### config.mk
export PLATFORM = sky130hd
export DESIGN_NAME = fslru_cell
export DESIGN_NICKNAME = d
export VERILOG_FILES = /design/src/rtl/fslru_pkg.sv /design/src/rtl/fslru_cell.sv
export SDC_FILE = /design/constraint.sdc
export NUM_CORES = 1
export LEC_CHECK = 0
export ABC_AREA = 1
export BUFFER_PORTS_ARGS = -buffer_cell sky130_fd_sc_hd__buf_4
export CAP_MARGIN = 20
export CELL_PAD_IN_SITES_DETAIL_PLACEMENT = 1
export CELL_PAD_IN_SITES_GLOBAL_PLACEMENT = 1
export CORE_MARGIN = 4
export CORE_UTILIZATION = 29
export DETAILED_ROUTE_END_ITERATION = 8
export PLACE_DENSITY_LB_ADDON = 0.15
export SETUP_SLACK_MARGIN = 0.2
export SYNTH_ARGS = -nofsm -noshare
export SYNTH_HDL_FRONTEND = slang
export SYNTH_SLANG_ARGS = --single-unit
### constraint.sdc
create_clock -name clk -period 1.27 [get_ports clk]
set_input_delay 0.127 -clock clk [delete_from_list [all_inputs] [get_ports clk]]
set_output_delay 0.127 -clock clk [all_outputs]
set_load 0.03 [all_outputs]
### src/rtl/fslru_pkg.sv
`timescale 1ns / 1ps
package fslru_pkg;

  localparam int MAX_ENTRIES_DEF = 64;
  localparam int BATCH_STEP_DEF  = 100;

  localparam int KEY_W   = 64;
  localparam int CNT_W   = 32;
  localparam int RATIO_W = 16;
  localparam int CFG_W   = 16;
  localparam int CFG_IDX_W = 2;
  localparam int REG7_W  = 7;

  localparam logic [CFG_IDX_W-1:0] CFG_CAPACITY    = 2'd0;
  localparam logic [CFG_IDX_W-1:0] CFG_SPLIT_COUNT = 2'd1;
  localparam logic [CFG_IDX_W-1:0] CFG_MISS_DIFF   = 2'd2;

  localparam logic [1:0] REGION_MISS    = 2'd0;
  localparam logic [1:0] REGION_FROZEN  = 2'd1;
  localparam logic [1:0] REGION_DYNAMIC = 2'd2;

  localparam logic [CFG_W-1:0] CAPACITY_RST    = 16'd64;
  localparam logic [CFG_W-1:0] SPLIT_COUNT_RST = 16'd49;
  localparam logic [CFG_W-1:0] MISS_DIFF_RST   = 16'd655;

  typedef struct packed {
    logic shift;
    logic take_new;
  } cell_ctl_t;

endpackage

### src/rtl/fslru_cell.sv
`timescale 1ns / 1ps
module fslru_cell (
  input  logic                        clk,
  input  fslru_pkg::cell_ctl_t        ctl,
  input  logic [fslru_pkg::KEY_W-1:0] new_key,
  input  logic [fslru_pkg::KEY_W-1:0] left_key,
  input  logic [fslru_pkg::KEY_W-1:0] probe_key,
  input  logic                        occupied,
  output logic [fslru_pkg::KEY_W-1:0] key,
  output logic                        match
);

  logic [fslru_pkg::KEY_W-1:0] key_r;

  always_ff @(posedge clk) begin
    if (ctl.shift) begin
      key_r <= ctl.take_new ? new_key : left_key;
    end
  end

  assign key   = key_r;
  assign match = occupied && (key_r == probe_key);

endmodule

==> flow_summary_export.csv <==
group,metric,value,unit
floorplan,die_x,122.7,um
power,total_leakage_power,3.550,nW
status,violations,"negative setup slack",
logic_synthesis,synth_area_per_cell,9.664,sq um
sta,finalSetupViolCount,2,
logic_synthesis,synthArstFlopShare,0,%
clock_network,cts_root_buffer,"clkbuf_16",
sta,grt_setup_unrepaired,"true",
floorplan,row_count,41,
layout,largest_reg_flops,64,
floorplan,dieArea,0.01506,sq mm
layout,drive_above_1_share,56.09,%
power,power_density,1072,mW/mm^2
layout,antenna_cells,0,
floorplan,start_util,29.89,%
sta,finalCritPeriodShare,145.4,%
floorplan,coreArea,0.01277,sq mm
sta,period_minus_slack,1.846,ns
routing,viasPerCell,4.309,
power,peakVddDrop,651.0,uV
place,place_congestion,0.7503,
global_routing,grt_max_degree,35,
critical_path,cp-end-kind,"primary output",
layout,fin_nets,922,
sta,timing.fmax,541.6,MHz
clock_network,path_clk_slew,0.06,ns
sta,final-hold-violation-count,0,
clock_network,cts_max_path_buffers,2,
sta,hold_ws,0.09453,ns
sta,setup_slack,-0.5763,ns
logic_synthesis,syn_area,0.003817,sq mm
routing,drc_errors,0,
critical_path,required,1.14,ns
logic_synthesis,dominantRegCellSynth,"edfxtp_1",
clock_network,h-tree-depth,3,
clock_network,cts_buffers,9,
clock_network,clock_sinks,64,
sta,slew_headroom,84.15,%
layout,final_area,0.007233,sq mm
critical_path,crit_chain,"nand2_1, inv_1, nor2_1, nor2_1, nand2_1, nor2_1, nand2_1, nor2_1, nand2_1, nor2_4, buf_6",
logic_synthesis,yosysMostFrequentCell,"nand2_1",
layout,syn_to_final_growth,89.48,%
floorplan,die-height,122.7,um
logic_synthesis,yosysSeqAreaShare,50.34,%
logic_synthesis,synth_common_cells,"115 x nand2_1, 67 x inv_1, 64 x edfxtp_1, 64 x mux2_2, 36 x nor2_1",
sta,worstMarginPinSlew,0.2377,ns
global_routing,grt_pass1_vias,4338,
critical_path,cp.arrival,1.72,ns
logic_synthesis,syn_inst,395,
critical_path,criticalPathCategory,"register to primary output",
routing,drt-pass1-iter-count,4,
routing,dr.first_iter.drc_count,120,
place,placed_area,0.006437,sq mm
logic_synthesis,synth_edf_count,64,
global_routing,grtUsageTotal,19.06,%
sta,drv_slew,0,
place,numPortBuffers,260,
routing,wl_per_cell,16.32,um
critical_path,max_stage_delay,0.41,ns
routing,wl,14740,um
place,dp_hpwl,11890,um
critical_path,slowest_stage,"edfxtp_1",
logic_synthesis,synth_area_leaders,"edfxtp_1 50%, mux2_2 19%, nand2_1 11%",
logic_synthesis,synth_cell_types,17,
global_routing,overflow,0,
critical_path,cp-start-kind,"register",
critical_path,worstPathMaxFanout,3,
place,pre_cts_slack,-0.2903,ns
logic_synthesis,ys_ff_latch,64,
logic_synthesis,ys_warn_count,0,
global_routing,antenna_found_initial,0,
worst_hold_path,min_path_type,"input port to register",
routing,vias,3891,
logic_synthesis,syn_nets,591,
logic_synthesis,synth_top_area_share,50.34,%
routing,ant_nets,0,
global_routing,grt_pass1_wl,21620,um
job,cap_violations,0,
status,outcome,"finished with violations",
sta,timing.setup.tns,-0.6144,ns
floorplan,pin_count,261,
logic_synthesis,yosysTopAreaCell,"edfxtp_1",
clock_network,cts_tree,"built",
power,total_power,7.757,mW
## worst paths after layout
check	to	cells past startpoint	from	slack, ns
worst max-delay path	match	11	key[2]$_DFFE_PP_	-0.58
worst min-delay path	key[24]$_DFFE_PP_	2	new_key[24]	0.09
## per-stage QoR
stage | std cells | utilization [%]
detailed placement | 883 | 50.40
global route | 903 | 56.63
CTS | 901 | 55.49
global placement | 883 | 50.40
finish | 903 | 56.63
floorplan | 395 | -
## cell usage in the layout, fill, tap and decap left out
master     count
buf_4        209
xor2_1         4
bufinv_16      2
mux2_2        64
clkbuf_1       3
clkbuf_16      9
edfxtp_1      64
nand2_2        2
o21ai_0        7
nor2_2         3
inv_1         67
inv_2          1
nor2_4         1
buf_6        108
nor3_1         1
o221ai_1       1
clkinv_2       1
buf_12         4
nor2_1        34
o21ai_1        4
nand3_1        3
buf_8          6
clkinv_1       1
xnor2_1       11
o22ai_1        8
nand2_1      113
## final cells by class
type,count,area [sq um]
clock buffers,12,236.5
clock inverters,4,68.82
fillers,1409,5540
inverters,68,255.2
multi-input cells,256,1580
flip-flops and latches,64,1922
well taps,172,215.2
repair buffers,327,2955
## timing repair
| action | CTS | global route |
|---|---|---|
| setup endpoints to repair | 61 | 64 |
| pin swaps | 5 | 0 |
| gates resized for setup | 89 | 36 |
| hold buffers | 0 | 0 |
| gates cloned | 0 | 0 |
| setup buffers | 2 | 2 |
## logic make-up (layout without fill, tap and decap cells)
group                     after synthesis  in the layout  synth area share, %
AOI/OAI and AO/OA                      20             20                2.983
xor gates and xnor gates               15             15                3.441
buffers and inverters                  75            411                8.653
DFF                                    64             64                50.34
muxes                                  64             64                18.88
and+or+nand+nor                       157            157                15.70
## layer usage
layer | track usage, % | up-vias | wire, um | share of wire, %
met5 | 0 | - | 0 | 0
met4 | 6.928 | 0 | 380 | 2.6
met3 | 5.115 | 24 | 1080 | 7.3
met2 | 34.98 | 153 | 8013 | 54
met1 | 20.95 | 1763 | 5263 | 36
li1 | - | 1951 | - | -
## worst max-delay path, delay by kind of cell, from the launching register on
family | cells | cell delay [ns]
AND/OR/NAND/NOR | 9 | 0.75
flip-flops | 1 | 0.41
buffers and inverters | 2 | 0.22
## where the power goes
group	internal, mW	switching (mW)
Combinational	1.35	1.04
Clock	1.71	0.926
Sequential	2.57	0.160
No activity file was read; power rests on OpenSTA's default activity.
