`src/rtl/fslru_pkg.sv`:
```
`timescale 1ns / 1ps
package fslru_pkg;

  localparam int MAX_ENTRIES_DEF = 64;
  localparam int BATCH_STEP_DEF  = 100;

  localparam int KEY_W   = 64;
  localparam int CNT_W   = 32;
  localparam int RATIO_W = 16;
  localparam int CFG_W   = 16;
  localparam int CFG_IDX_W = 2;
  localparam int REG7_W  = 7;

  localparam logic [CFG_IDX_W-1:0] CFG_CAPACITY    = 2'd0;
  localparam logic [CFG_IDX_W-1:0] CFG_SPLIT_COUNT = 2'd1;
  localparam logic [CFG_IDX_W-1:0] CFG_MISS_DIFF   = 2'd2;

  localparam logic [1:0] REGION_MISS    = 2'd0;
  localparam logic [1:0] REGION_FROZEN  = 2'd1;
  localparam logic [1:0] REGION_DYNAMIC = 2'd2;

  localparam logic [CFG_W-1:0] CAPACITY_RST    = 16'd64;
  localparam logic [CFG_W-1:0] SPLIT_COUNT_RST = 16'd49;
  localparam logic [CFG_W-1:0] MISS_DIFF_RST   = 16'd655;

  typedef struct packed {
    logic shift;
    logic take_new;
  } cell_ctl_t;

endpackage

```
`src/rtl/fslru_batch_ctr.sv`:
```
`timescale 1ns / 1ps
module fslru_batch_ctr #(
  parameter int BATCH_STEP = fslru_pkg::BATCH_STEP_DEF
) (
  input  logic                        clk,
  input  logic                        rst_n,
  input  logic                        bump,
  input  logic                        clr,
  output logic [fslru_pkg::CNT_W-1:0] count
);

  localparam int RW = $clog2(BATCH_STEP + 1);

  logic [RW-1:0]               residue_r;
  logic [fslru_pkg::CNT_W-1:0] count_r;

  always_ff @(posedge clk) begin
    if (!rst_n) begin
      residue_r <= '0;
      count_r   <= '0;
    end else if (clr) begin
      count_r <= '0;
    end else if (bump) begin
      if (residue_r == RW'(BATCH_STEP - 1)) begin
        residue_r <= '0;
        if (count_r > ({fslru_pkg::CNT_W{1'b1}} - fslru_pkg::CNT_W'(BATCH_STEP))) begin
          count_r <= '1;
        end else begin
          count_r <= count_r + fslru_pkg::CNT_W'(BATCH_STEP);
        end
      end else begin
        residue_r <= residue_r + RW'(1);
      end
    end
  end

  assign count = count_r;

endmodule

```
`config.mk`:
```
export PLATFORM = sky130hd
export DESIGN_NAME = fslru_batch_ctr
export DESIGN_NICKNAME = d
export VERILOG_FILES = /design/src/rtl/fslru_pkg.sv /design/src/rtl/fslru_batch_ctr.sv
export SDC_FILE = /design/constraint.sdc
export NUM_CORES = 1
export LEC_CHECK = 0
export BUFFER_PORTS_ARGS = -buffer_cell sky130_fd_sc_hd__buf_2
export CELL_PAD_IN_SITES_DETAIL_PLACEMENT = 0
export CELL_PAD_IN_SITES_GLOBAL_PLACEMENT = 1
export CORE_MARGIN = 2
export CORE_UTILIZATION = 37
export CTS_BUF_LIST = sky130_fd_sc_hd__clkbuf_4 sky130_fd_sc_hd__clkbuf_8 sky130_fd_sc_hd__clkbuf_16
export CTS_CLUSTER_SIZE = 40
export DETAILED_ROUTE_END_ITERATION = 10
export GPL_TIMING_DRIVEN = 0
export PLACE_DENSITY_LB_ADDON = 0.1
export SYNTH_ARGS = -nofsm -noshare
export SYNTH_HDL_FRONTEND = slang
export SYNTH_SLANG_ARGS = --single-unit
```
`constraint.sdc`:
```
create_clock -name clk -period 1.75 [get_ports clk]
set_input_delay 0.35 -clock clk [delete_from_list [all_inputs] [get_ports clk]]
set_output_delay 0.35 -clock clk [all_outputs]
set_load 0.02 [all_outputs]
```
==> metrics.md, run 1 <==
| Metric | Value |
|---|---|
| HP Class | in2reg |
| FF+latch count, synth | 38 |
| Share of the synthesized area in the top cell type | 0.388 |
| Synth area leaders | dfxtp_1 39%, xnor2_1 7.6%, a21oi_1 5.9%, xor2_1 4.5%, nand4_1 3.2% |
| Placement Rows | 26 |
| Clk_lat worst skew | 0.30 ns |
| Leak Pwr | 1.26 nW |
| Total grt overflow | 0 |
| Synth unique cells | 45 |
| Register area | 817 um2 |
| Top Family by Delay on Critical Path | simple AND/OR/NAND/NOR gates |
| Routability cong. | 0.755 |
| Final Hold Violating Endpoints | 0 |
| Total of max-cap violations | 0 |
| Mapped Avg Cell Area | 8.79 um2 |
| Final WL | 5740 um |
| Top-count cell post-synth | dfxtp_1 |
| CTS tree | built |
| Critical-path cell list | ha_4 > nand3b_1 > or2_1 > buf_6 > buf_12 > nor4_4 > xnor2_1 > a21oi_1 |
| Crit end category | flip-flop |
| Kind of critical path | reg2reg |
| Total track usage | 0.192 |
| Iter 0 DRT Violations | 116 |
| Failing checks | negative setup slack |
| Fmax | 542 MHz |
| CP Launch Type | flip-flop |
| Share of cells above drive strength 1 | 0.568 |
| Max Buffers Root-to-Sink | 2 |
| Die Wd | 76.8 um |
| CTS buffer count | 5 |
| Hold buffers post-CTS | 0 |
| Final hold slack | 0.359 ns |
| ANT nets after route | 0 |
| Synthesized area | 1960 um2 |
| Required time worst endpoint | 1.92 ns |
| CTS sink cnt | 38 |
| FFs w/ async S/R, synth | 0 |
| Min cycle time layout | 1.84 ns |
| Simple-Gate Fraction of Synth Area | 0.278 |
| WL/cell | 15.4 um |
| Die H | 76.8 um |
| CTS root buffer | clkbuf_8 |
| Filler cells | 468 |
| DP Worst Slack | -0.270 ns |
| Leading area contributor after synthesis | dfxtp_1 |
| DRC | 0 |
| Multiplexer area fraction after synthesis | 0.00511 |
| Initial antenna violation count | 0 |
| RSZ-0062 raised after global routing | true |
| # port buffers | 35 |
| Critical path fanouts, max | 10 |
| Mapped Cells | 223 |
| Via density | 5.26 |
| Post-synth top cells | 38 x dfxtp_1, 23 x a21oi_1, 17 x xnor2_1, 16 x nor2_1 |
| Synth warnings | 0 |
| Dpl hpwl | 3480 um |
| H-tree lvl count | 2 |
| Largest family of logic cells by synthesized area | simple AND/OR/NAND/NOR gates |
| Seq/Total Area, Yosys | 0.388 |
| Number of synthesized flops with an enable pin | 0 |
| Core area | 5110 um2 |
| TritonRoute pass-1 iters | 4 |
| Final setup skew | 0.0151 ns |
| Multi-input logic area | 1450 um2 |
| Final worst slack | -0.0936 ns |
| # nets final | 309 |
| Syn nets | 230 |
| Die ar. | 5900 um2 |
| Xor/xnor share of the synthesized area | 0.121 |
| Main synth FF type | dfxtp_1 |
| Worst EP arrival | 2.01 ns |
| Power per cell area | 488 nW/um2 |
| Antenna diodes | 0 |
| Area grow syn2layout | 58.0% |
| IO Pins | 36 |
| Peak supply drop | 0.317 mV |
| Slew headroom | 0.596 |
| Status | finished, violations left |
| Max Slew Vio Count | 0 |
| Vias after detailed routing | 1962 |
| Clock-pin slew on the worst setup and hold paths | 0.09 ns |
| Slew @ Worst Pin | 0.606 ns |
| Global-route wire length before repair | 9170 um |
| Slowest cell on the critical path | dfxtp_2 |
| Slowest stage delay, CP | 0.36 ns |
| Compound-cell area share of the yosys netlist | 0.132 |
| Largest net degree at the start of global routing | 13 |
| Tcrit/Tclk final | 1.05 |
| Synth Area in Adders | 0.0191 |
| Final setup viols | 7 |
| Initial core utilization | 0.384 |
| Vias in the first global route | 1762 |
| Worst path bufs/invs | 2 |
## routing by layer
| layer | track usage | part of all wire | up-vias |
|---|---|---|---|
| li1 | - | - | 961 |
| met1 | 0.263 | 0.46 | 961 |
| met2 | 0.302 | 0.50 | 32 |
| met3 | 0.0459 | 0.035 | 8 |
| met4 | 0.0509 | 0.011 | 0 |
| met5 | 0 | 0 | - |
## area by class of cell
cell class | instances | area share
Timing Repair Buffer | 73 | 0.164
Inverter | 9 | 0.0109
Tap cell | 70 | 0.0283
Clock buffer | 6 | 0.0246
Clock inverter | 2 | 0.00323
Sequential cell | 38 | 0.264
Multi-Input combinational cell | 162 | 0.468
Buffer | 13 | 0.0376
## registers in the layout, summed over array words and instances, names as in the netlist
register	cells
count	31
residue_r	7
## through the flow
step | util | setup TNS, ns | instance area, um2 | total power [mW] | std cells
final | 0.607 | -0.197 | 3100 | 1.51 | 373
after global routing | 0.607 | -1.84 | 3100 | 1.58 | 373
after CTS | 0.547 | -0.490 | 2790 | 1.53 | 360
after detailed placement | 0.469 | -7.14 | 2390 | 0.912 | 328
after global placement | 0.469 | -7.04 | 2390 | 0.912 | 328
after floorplan | - | -0.00725 | 2130 | 0.898 | 223
## logic make-up after synthesis
| group | Yosys count |
|---|---|
| xor gates and xnor gates | 27 |
| buffers and inverters | 23 |
| and+or+nand+nor | 89 |
| muxes | 1 |
| adders and majority gates | 3 |
| DFF | 38 |
| AOI/OAI and AO/OA | 42 |
## path summary, 6_finish.rpt
path                                    from            to  slack (ns)  depth (start not counted)
worst min-delay path                   rst_n  residue_r[1]        0.36                          2
worst min register to register      count[2]      count[2]        0.51                          1
worst max register to register  residue_r[0]     count[20]       -0.09                          8
worst max-delay path            residue_r[0]     count[20]       -0.09                          8
## power by group
part / total, mW / leakage [nW] / internal (mW) / switching, mW
clock network: 0.615 / 0.0484 / 0.292 / 0.323
registers: 0.855 / 0.323 / 0.852 / 0.00239
logic: 0.0408 / 0.885 / 0.0142 / 0.0267
total: 1.51 / 1.26 / 1.16 / 0.352
## placed cells by master, fill, tap and decap left out, drive strengths merged, types with 2 or more instances in the layout
cell	instances
buf	82
dfxtp	38
a21oi	24
xnor2	17
nor2	16
nand2	12
nand4	11
nand3	11
xor2	10
clkbuf	10
inv	9
nor4	9
and3	7
and4	4
a211oi	4
nor3	4
o21ai	4
or2	3
and2	3
nor4b	3
ha	3
a31o	2
a31oi	2
nor2b	2
clkinv	2
o22ai	2
## what timing repair did
item                                    4_1_cts  5_1_grt
cloned                                        2        0
gates resized for setup                      29       51
endpoints found under the setup margin       36       36
pin swaps                                    20       25
buffers inserted                             23       14
(Power assumes the default switching activity.)
==> run 2, diff against run 1 <==
--- a/config.mk
+++ b/config.mk
@@ -8,9 +8,11 @@
 export BUFFER_PORTS_ARGS = -buffer_cell sky130_fd_sc_hd__buf_2
 export CELL_PAD_IN_SITES_DETAIL_PLACEMENT = 0
 export CELL_PAD_IN_SITES_GLOBAL_PLACEMENT = 1
+export CORE_ASPECT_RATIO = 1.4
 export CORE_MARGIN = 2
 export CORE_UTILIZATION = 37
 export CTS_BUF_LIST = sky130_fd_sc_hd__clkbuf_4 sky130_fd_sc_hd__clkbuf_8 sky130_fd_sc_hd__clkbuf_16
+export CTS_CLUSTER_DIAMETER = 80
 export CTS_CLUSTER_SIZE = 40
 export DETAILED_ROUTE_END_ITERATION = 10
 export GPL_TIMING_DRIVEN = 0
==> constraint.sdc (replaced) <==
create_clock -name clk -period 1.75 [get_ports clk]
set_input_delay 0.35 -clock clk [delete_from_list [all_inputs] [get_ports clk]]
set_output_delay 0.35 -clock clk [all_outputs]
set_load 0.05 [all_outputs]
==> run 2 against run 1 <==
Setup slack improved by 0.020 ns. The flow still finishes with violations (negative setup slack). Largest power group unchanged. Total power rose by 0.21%. Non-clock buffer count shrank 4. Highest routed layer unchanged.
==> metrics.md, run 2 (synthesis results as in run 1) <==
| Metric | Value |
|---|---|
| Fmax | 548 MHz (was 542 MHz) |
| Share of cells above drive strength 1 | 0.569 (was 0.568) |
| Iter 0 DRT Violations | 79 (was 116) |
| ANT nets after route | 0 (unchanged) |
| Crit end category | flip-flop (unchanged) |
| Required time worst endpoint | 1.91 ns (was 1.92 ns) |
| DRC | 0 (unchanged) |
| Peak supply drop | 0.431 mV (was 0.317 mV) |
| Max Buffers Root-to-Sink | 2 (unchanged) |
| Total track usage | 0.196 (was 0.192) |
| Final Hold Violating Endpoints | 0 (unchanged) |
| Final setup viols | 12 (was 7) |
| Reg2Reg Depth | 8 (unchanged) |
| Final instance area | 3060 um2 (was 3100 um2) |
| Die H | 90.1 um (was 76.8 um) |
| Vias after detailed routing | 1905 (was 1962) |
| Most common cell after layout, fill and taps aside | buf_2 (unchanged) |
| Antenna diodes | 0 (unchanged) |
| Tot Pwr | 1.51 mW (about the same) |
| Hold EP | residue_r[1] (unchanged) |
| Final worst slack | -0.0738 ns (was -0.0936 ns) |
| Hold buffers post-CTS | 0 (unchanged) |
| Fin util | 0.593 (was 0.607) |
| Largest net degree at the start of global routing | 13 (unchanged) |
| Max Slew Vio Count | 0 (unchanged) |
| Dpl hpwl | 3520 um (was 3480 um) |
| R2R Setup Slk | -0.07 ns (was -0.09 ns) |
| H-tree lvl count | 2 (unchanged) |
| Final setup skew | 0.00867 ns (was 0.0151 ns) |
| HP Class | in2reg (unchanged) |
| Power per cell area | 495 nW/um2 (was 488 nW/um2) |
| Via density | 5.22 (was 5.26) |
| # nets final | 305 (was 309) |
| Initial antenna violation count | 0 (unchanged) |
| Vias in the first global route | 1875 (was 1762) |
| Die Wd | 65.5 um (was 76.8 um) |
| Failing checks | negative setup slack (unchanged) |
| Global-route wire length before repair | 9140 um (was 9170 um) |
| CTS sink cnt | 38 (unchanged) |
| Critical path fanouts, max | 8 (was 10) |
| Critical-path cell list | ha_4 > nand3b_1 > or2_1 > buf_6 > nor4_4 > buf_4 > a31o_4 > a31oi_1 (was ha_4 > nand3b_1 > or2_1 > buf_6 > buf_12 > nor4_4 > xnor2_1 > a21oi_1) |
| Worst EP arrival | 1.98 ns (was 2.01 ns) |
| Tcrit/Tclk final | 1.04 (was 1.05) |
| Clock-pin slew on the worst setup and hold paths | 0.08 ns (was 0.09 ns) |
| IO Pins | 36 (unchanged) |
| R2R Path End | count[31] (was count[20]) |
| Min cycle time layout | 1.82 ns (was 1.84 ns) |
| Final WL | 5490 um (was 5740 um) |
| Slowest cell on the critical path | dfxtp_2 (unchanged) |
| Total of max-cap violations | 0 (unchanged) |
| Hold path depth | 2 (unchanged) |
| Most frequent cells in the layout | 36 x buf_2, 30 x buf_4, 17 x xnor2_1, 17 x dfxtp_4, 14 x dfxtp_2 (was 36 x buf_2, 32 x buf_4, 18 x dfxtp_2) |
| CP Launch Type | flip-flop (unchanged) |
| Hold Startpoint | rst_n (unchanged) |
| Area grow syn2layout | 55.9% (was 58.0%) |
| Post-Place Cell Area | 2420 um2 (was 2390 um2) |
| Setup TNS | -0.404 ns (was -0.197 ns) |
| Core area | 5160 um2 (was 5110 um2) |
| Slew @ Worst Pin | 0.667 ns (was 0.606 ns) |
| Leak Pwr | 1.21 nW (was 1.26 nW) |
| CTS buffer count | 5 (unchanged) |
| Die ar. | 5910 um2 (was 5900 um2) |
| Slew headroom | 0.555 (was 0.596) |
| CTS tree | built (unchanged) |
| Clk_lat worst skew | 0.30 ns (about the same) |
| Initial core utilization | 0.380 (was 0.384) |
| WL/cell | 15.0 um (was 15.4 um) |
| Placement Rows | 31 (was 26) |
| TritonRoute pass-1 iters | 4 (unchanged) |
| FF-to-FF Start | residue_r[0] (unchanged) |
| RSZ-0062 raised after global routing | true (unchanged) |
| Routability cong. | 0.781 (was 0.755) |
| Status | finished, violations left (unchanged) |
| # port buffers | 35 (unchanged) |
| Kind of critical path | reg2reg (unchanged) |
| Largest register FFs | 31 (unchanged) |
| CTS root buffer | clkbuf_8 (unchanged) |
| Slowest stage delay, CP | 0.36 ns (about the same) |
| Total grt overflow | 0 (unchanged) |
run 2: cell count changes in the layout (fill, tap and decap cells not counted), sizes merged:
cell and delta:
clkbuf +1, buf -5
run 2: worst max path at each step:
stage | cells after the start | from | to
2_1_floorplan | 7 | count[8] | count[4]
3_3_place_gp | 7 | residue_r[0] | residue_r[2]
3_5_place_dp | 6 | residue_r[0] | count[4]
4_1_cts | 8 | residue_r[1] | count[20]
5_1_grt | 8 | residue_r[0] | count[20]
6_report | 8 | residue_r[0] | count[31]
run 2: stage by stage:
stage	hold WS, ns	setup slack (ns)	std cells
floorplan	0.472	-0.0554	223
global placement	0.485	-0.293	324
detailed placement	0.495	-0.305	324
CTS	0.326	-0.0771	354
global route	0.350	-0.178	365
finish	0.352	-0.0738	365
run 2: routing by layer:
layer | global-route usage | routed length, um | share of wire | vias to the layer above
li1 | - | - | - | 955
met4 | 0.0660 | 83 | 0.015 | 0
met2 | 0.338 | 2940 | 0.54 | 35
met5 | 0 | 0 | 0 | -
met3 | 0.0426 | 171 | 0.031 | 6
met1 | 0.236 | 2290 | 0.42 | 909
run 2: layout make-up:
| cell class | count | area (um2) |
|---|---|---|
| clock inverters | 2 | 10.0 |
| repair buffers | 69 | 482 |
| clock buffers | 6 | 76.3 |
| well taps | 66 | 82.6 |
| multi-input cells | 162 | 1410 |
| flip-flops and latches | 38 | 842 |
| inverters | 9 | 33.8 |
| fillers | 465 | 2100 |
| plain buffers | 13 | 118 |
run 2: power breakdown:
group | leakage (nW) | internal, mW | switching [mW]
clock network | 0.0484 | 0.292 | 0.335
registers | 0.327 | 0.840 | 0.00250
logic | 0.837 | 0.0148 | 0.0287
run 2: what timing repair did:
| item | CTS | global route |
|---|---|---|
| resized for setup | 37 | 24 |
| cloned | 2 | 0 |
| setup endpoints to repair | 36 | 35 |
| pin swaps | 22 | 14 |
| setup buffers | 21 | 12 |
run 2: critical path, delay by kind of cell, from the launching register on:
| kind | cells | cell delay, ns |
|---|---|---|
| adder cells (fa/ha/maj) | 1 | 0.14 |
| AO/OA/AOI/OAI | 2 | 0.22 |
| AND/OR/NAND/NOR | 3 | 0.62 |
| flip-flops | 1 | 0.36 |
| buffers and inverters | 2 | 0.35 |
